[src/rtl/lbp_ram.sv]
// Generic single-write, single-read RAM with a registered read port.
// No dependencies.
module lbp_ram #(
  parameter int unsigned Width = 2,
  parameter int unsigned Depth = 1024,
  localparam int unsigned AddrW = (Depth > 1) ? $clog2(Depth) : 1
) (
  input  logic              clk_i,
  input  logic              we_i,
  input  logic [AddrW-1:0]  waddr_i,
  input  logic [Width-1:0]  wdata_i,
  input  logic              re_i,
  input  logic [AddrW-1:0]  raddr_i,
  output logic [Width-1:0]  rdata_o
);

  logic [Width-1:0] mem [Depth];
  logic [Width-1:0] rdata_q;

  // Write port
  always_ff @(posedge clk_i) begin
    if (we_i) mem[waddr_i] <= wdata_i;
  end

  // Registered read, holds when not enabled
  always_ff @(posedge clk_i) begin
    if (re_i) rdata_q <= mem[raddr_i];
  end

  assign rdata_o = rdata_q;

endmodule

[config.mk]
export PLATFORM = sky130hd
export DESIGN_NAME = lbp_ram
export DESIGN_NICKNAME = d
export VERILOG_FILES = /design/src/rtl/lbp_ram.sv
export SDC_FILE = /design/constraint.sdc
export NUM_CORES = 2
export LEC_CHECK = 0
export ABC_CLOCK_PERIOD_IN_PS = 5580
export BUFFER_PORTS_ARGS = -buffer_cell sky130_fd_sc_hd__buf_2
export CAP_MARGIN = 20
export CORE_ASPECT_RATIO = 0.9
export CORE_UTILIZATION = 40
export DETAILED_ROUTE_END_ITERATION = 8
export SYNTH_ARGS = -nofsm -noshare
export SYNTH_HDL_FRONTEND = slang
export SYNTH_SLANG_ARGS = --single-unit
[constraint.sdc]
create_clock -name clk_i -period 5.58 [get_ports clk_i]
set_input_delay 0.279 -clock clk_i [delete_from_list [all_inputs] [get_ports clk_i]]
set_output_delay 0.279 -clock clk_i [all_outputs]
set_load 0.02 [all_outputs]
==> flow_summary.toml <==
[run_status]
outcome = "complete, no violations"

[pwr]
p_seq_frac = 0.544
power-per-cell-area_nw_per_um2 = 334
p_total_mw = 31.2
p_switching_mw = 6.75
ir_worst_vdd_v = 0.000247
power_frac_comb = 0.052
intPower_mw = 24.4
p_clk_frac = 0.404
p_leak_nw = 28.1
p_sw_frac = 0.217

[hold_path]
min_path_type = "in -> reg"

[drt]
drtIter0Drc = 6261
drt-total-wl_um = 235000
vias_per_cell = 5.97
drc = 0
drt_first_pass_iters = 5
wl_per_cell_um = 30.6
ant_nets = 0
vias = 45736

[synthesis]
yosysMostFrequentCell = "edfxtp_1"
avgSynthCellArea_um2 = 17.5
ys_seq_elements = 2050
syn_inst = 4793
yosys_warnings = 0
synth.distinct_cells = 65
syn_area_um2 = 83800
synthTopCellsByCount = "edfxtp_1 (2,050), nor2_1 (1,054), mux4_2 (449)"
ys_seq_area_frac = 0.735
synth_edf_count = 2050
synthTopCellsByArea = "edfxtp_1 (73%), mux4_2 (12%), nor2_1 (4.7%)"
async_flop_share = 0
ys.flop_type = "edfxtp_1"
synth_area_leader_cell = "edfxtp_1"
netlist.area_leader.share = 0.735
synth_nets = 4818

[place]
placed_cell_area_um2 = 87400
hpwl_um = 131000
dp.cells = 7307
dpl_worst_slack_ns = 1.08
place.gp.congestion = 0.827
port_buffers = 26

[cells_and_area]
drive_above_1_share = 0.193
area_growth_pct = 11.5
final_cell_area_um2 = 93400
fin_cells = 7660
final_core_util = 0.451
finalNetCount = 4813

[global_route]
grt_pass1_vias = 45829
grt_overflow = 0
grt_pass1_wl_um = 336000
grt_usage = 0.222
grt_max_degree = 231
antenna_found_initial = 13

[clocking]
cts.reportedPaths.clkPinSlew_ns = 0.07
clockBufferDepth = 3
numCtsBuffers = 191
post_cts_buffers = 0
clock-sinks = 2050
tritoncts = "yes"
cts_root_buffer = "clkbuf_16"
clkLatencyLatePin_ns = 0.83
h-tree-depth = 4

[timing]
relSlewSlack = 0.151
hold-worst-slack_ns = 0.0212
max_freq_mhz = 271
rsz0062_at_grt = "no"
finalSetupViolCount = 0
hold_violations = 0
setup_ws_ns = 1.89
fin_tns_setup_ns = 0
fin_skew_ns = 0.0302
fin_crit_sh = 0.661
fin_crit_ns = 3.69
finalMaxSlewViolations = 0
worst_pin_slew_ns = 1.27

[critical_path]
worstPathArrival_ns = 4.38
critPathKind = "in -> reg"
required_ns = 6.27
end_kind = "flop"
worst_setup_path_start_kind = "input pin"
path_max_fanout = 85

[die]
die_area_um2 = 211000
die_x_um = 484
row_count = 158
num_io_pins = 27
initial_core_util = 0.405
core_um2 = 207000
die_h_um = 436

[job]
drv_cap = 0
==> power by group through the flow <==
stage / registers (mW) / clock network, mW / logic, mW
3_3_place_gp: 17.3 / 0 / 1.62
2_1_floorplan: 17.3 / 0 / 0.885
5_1_grt: 16.9 / 13.3 / 1.71
3_5_place_dp: 17.3 / 0 / 1.63
6_report: 17.0 / 12.6 / 1.63
4_1_cts: 17.0 / 12.7 / 1.63
==> flip-flops by register name (all words and copies together) (netlist names) <==
| register | flops |
|---|---|
| mem | 2048 |
| rdata_o | 2 |
==> cell type report <==
| type | count | area [um^2] |
|---|---|---|
| Fill cell | 17685 | 114000 |
| Sequential cell | 2050 | 61600 |
| Multi-Input combinational cell | 2341 | 20500 |
| Clock buffer | 243 | 5100 |
| Tap cell | 2720 | 3400 |
| Timing Repair Buffer | 198 | 2030 |
| Clock inverter | 99 | 752 |
| Inverter | 6 | 26.3 |
| Antenna cell | 3 | 7.51 |
==> cell usage in the layout (no fill, tap or decap), drive strengths merged, types with 4 or more instances in the layout <==
cell         netlist  final
a211oi            13     13
a21oi             70     70
a221oi            13     13
a22o              13     13
a22oi             45     45
a31oi              7      7
and2               6      6
and3               8      8
buf              157    192
bufinv             0     11
clkbuf           239    243
clkinv             1     83
dlygate4sd3        0      6
edfxtp          2050   2050
inv                5      9
mux2              10     10
mux2i            205    205
mux4             449    449
nand2             96     96
nand2b             8      8
nand3             39     39
nand3b             4      4
nand4             13     13
nor2            1054   1054
nor2b             13     13
nor3              45     45
nor3b             10     10
nor4              10     10
o21ai             36     36
o221ai            83     83
o22ai             45     45
o311ai             4      4
o31ai              5      5
==> per-layer routing <==
layer | vias up | track usage | wire length, um
li1 | 18888 | - | -
met1 | 24313 | 0.315 | 96200
met2 | 2201 | 0.349 | 111000
met3 | 332 | 0.0414 | 21200
met4 | 2 | 0.0615 | 6400
met5 | - | 0 | 13
==> timing repair <==
action,4_1_cts,5_1_grt
hold endpoints to repair,49,0
resized for setup,0,0
endpoints found under the setup margin,0,0
hold buffers,6,0
==> final timing paths <==
kind                from     endpoint  slack, ns  cells past startpoint
max reg2reg  mem[689][0]   rdata_o[0]       2.13                      8
max           raddr_i[1]   rdata_o[1]       1.89                     10
min           wdata_i[0]  mem[438][0]       0.02                      1
min reg2reg  mem[252][0]   rdata_o[0]       1.21                      6
==> logic make-up (layout without fill, tap and decap cells) <==
group	Yosys count	count (layout)	synth area share
AO/OA/AOI/OAI	353	353	0.0298
buffers and inverters	402	546	0.0249
flip-flops	2050	2050	0.735
multiplexers	664	664	0.147
other	0	3	0
AND/OR/NAND/NOR	1324	1324	0.0640
==> worst max-delay path, cell delays in order <==
cell and delay (ns):
buf_8 0.54, nand2_4 0.67, buf_4 0.49, o221ai_1 0.31
o22ai_1 0.13, o21ai_0 0.61, o21ai_0 0.38, nor3_1 0.55
a21oi_1 0.15, nand4_1 0.13
Power figures use the tool's default switching activity.
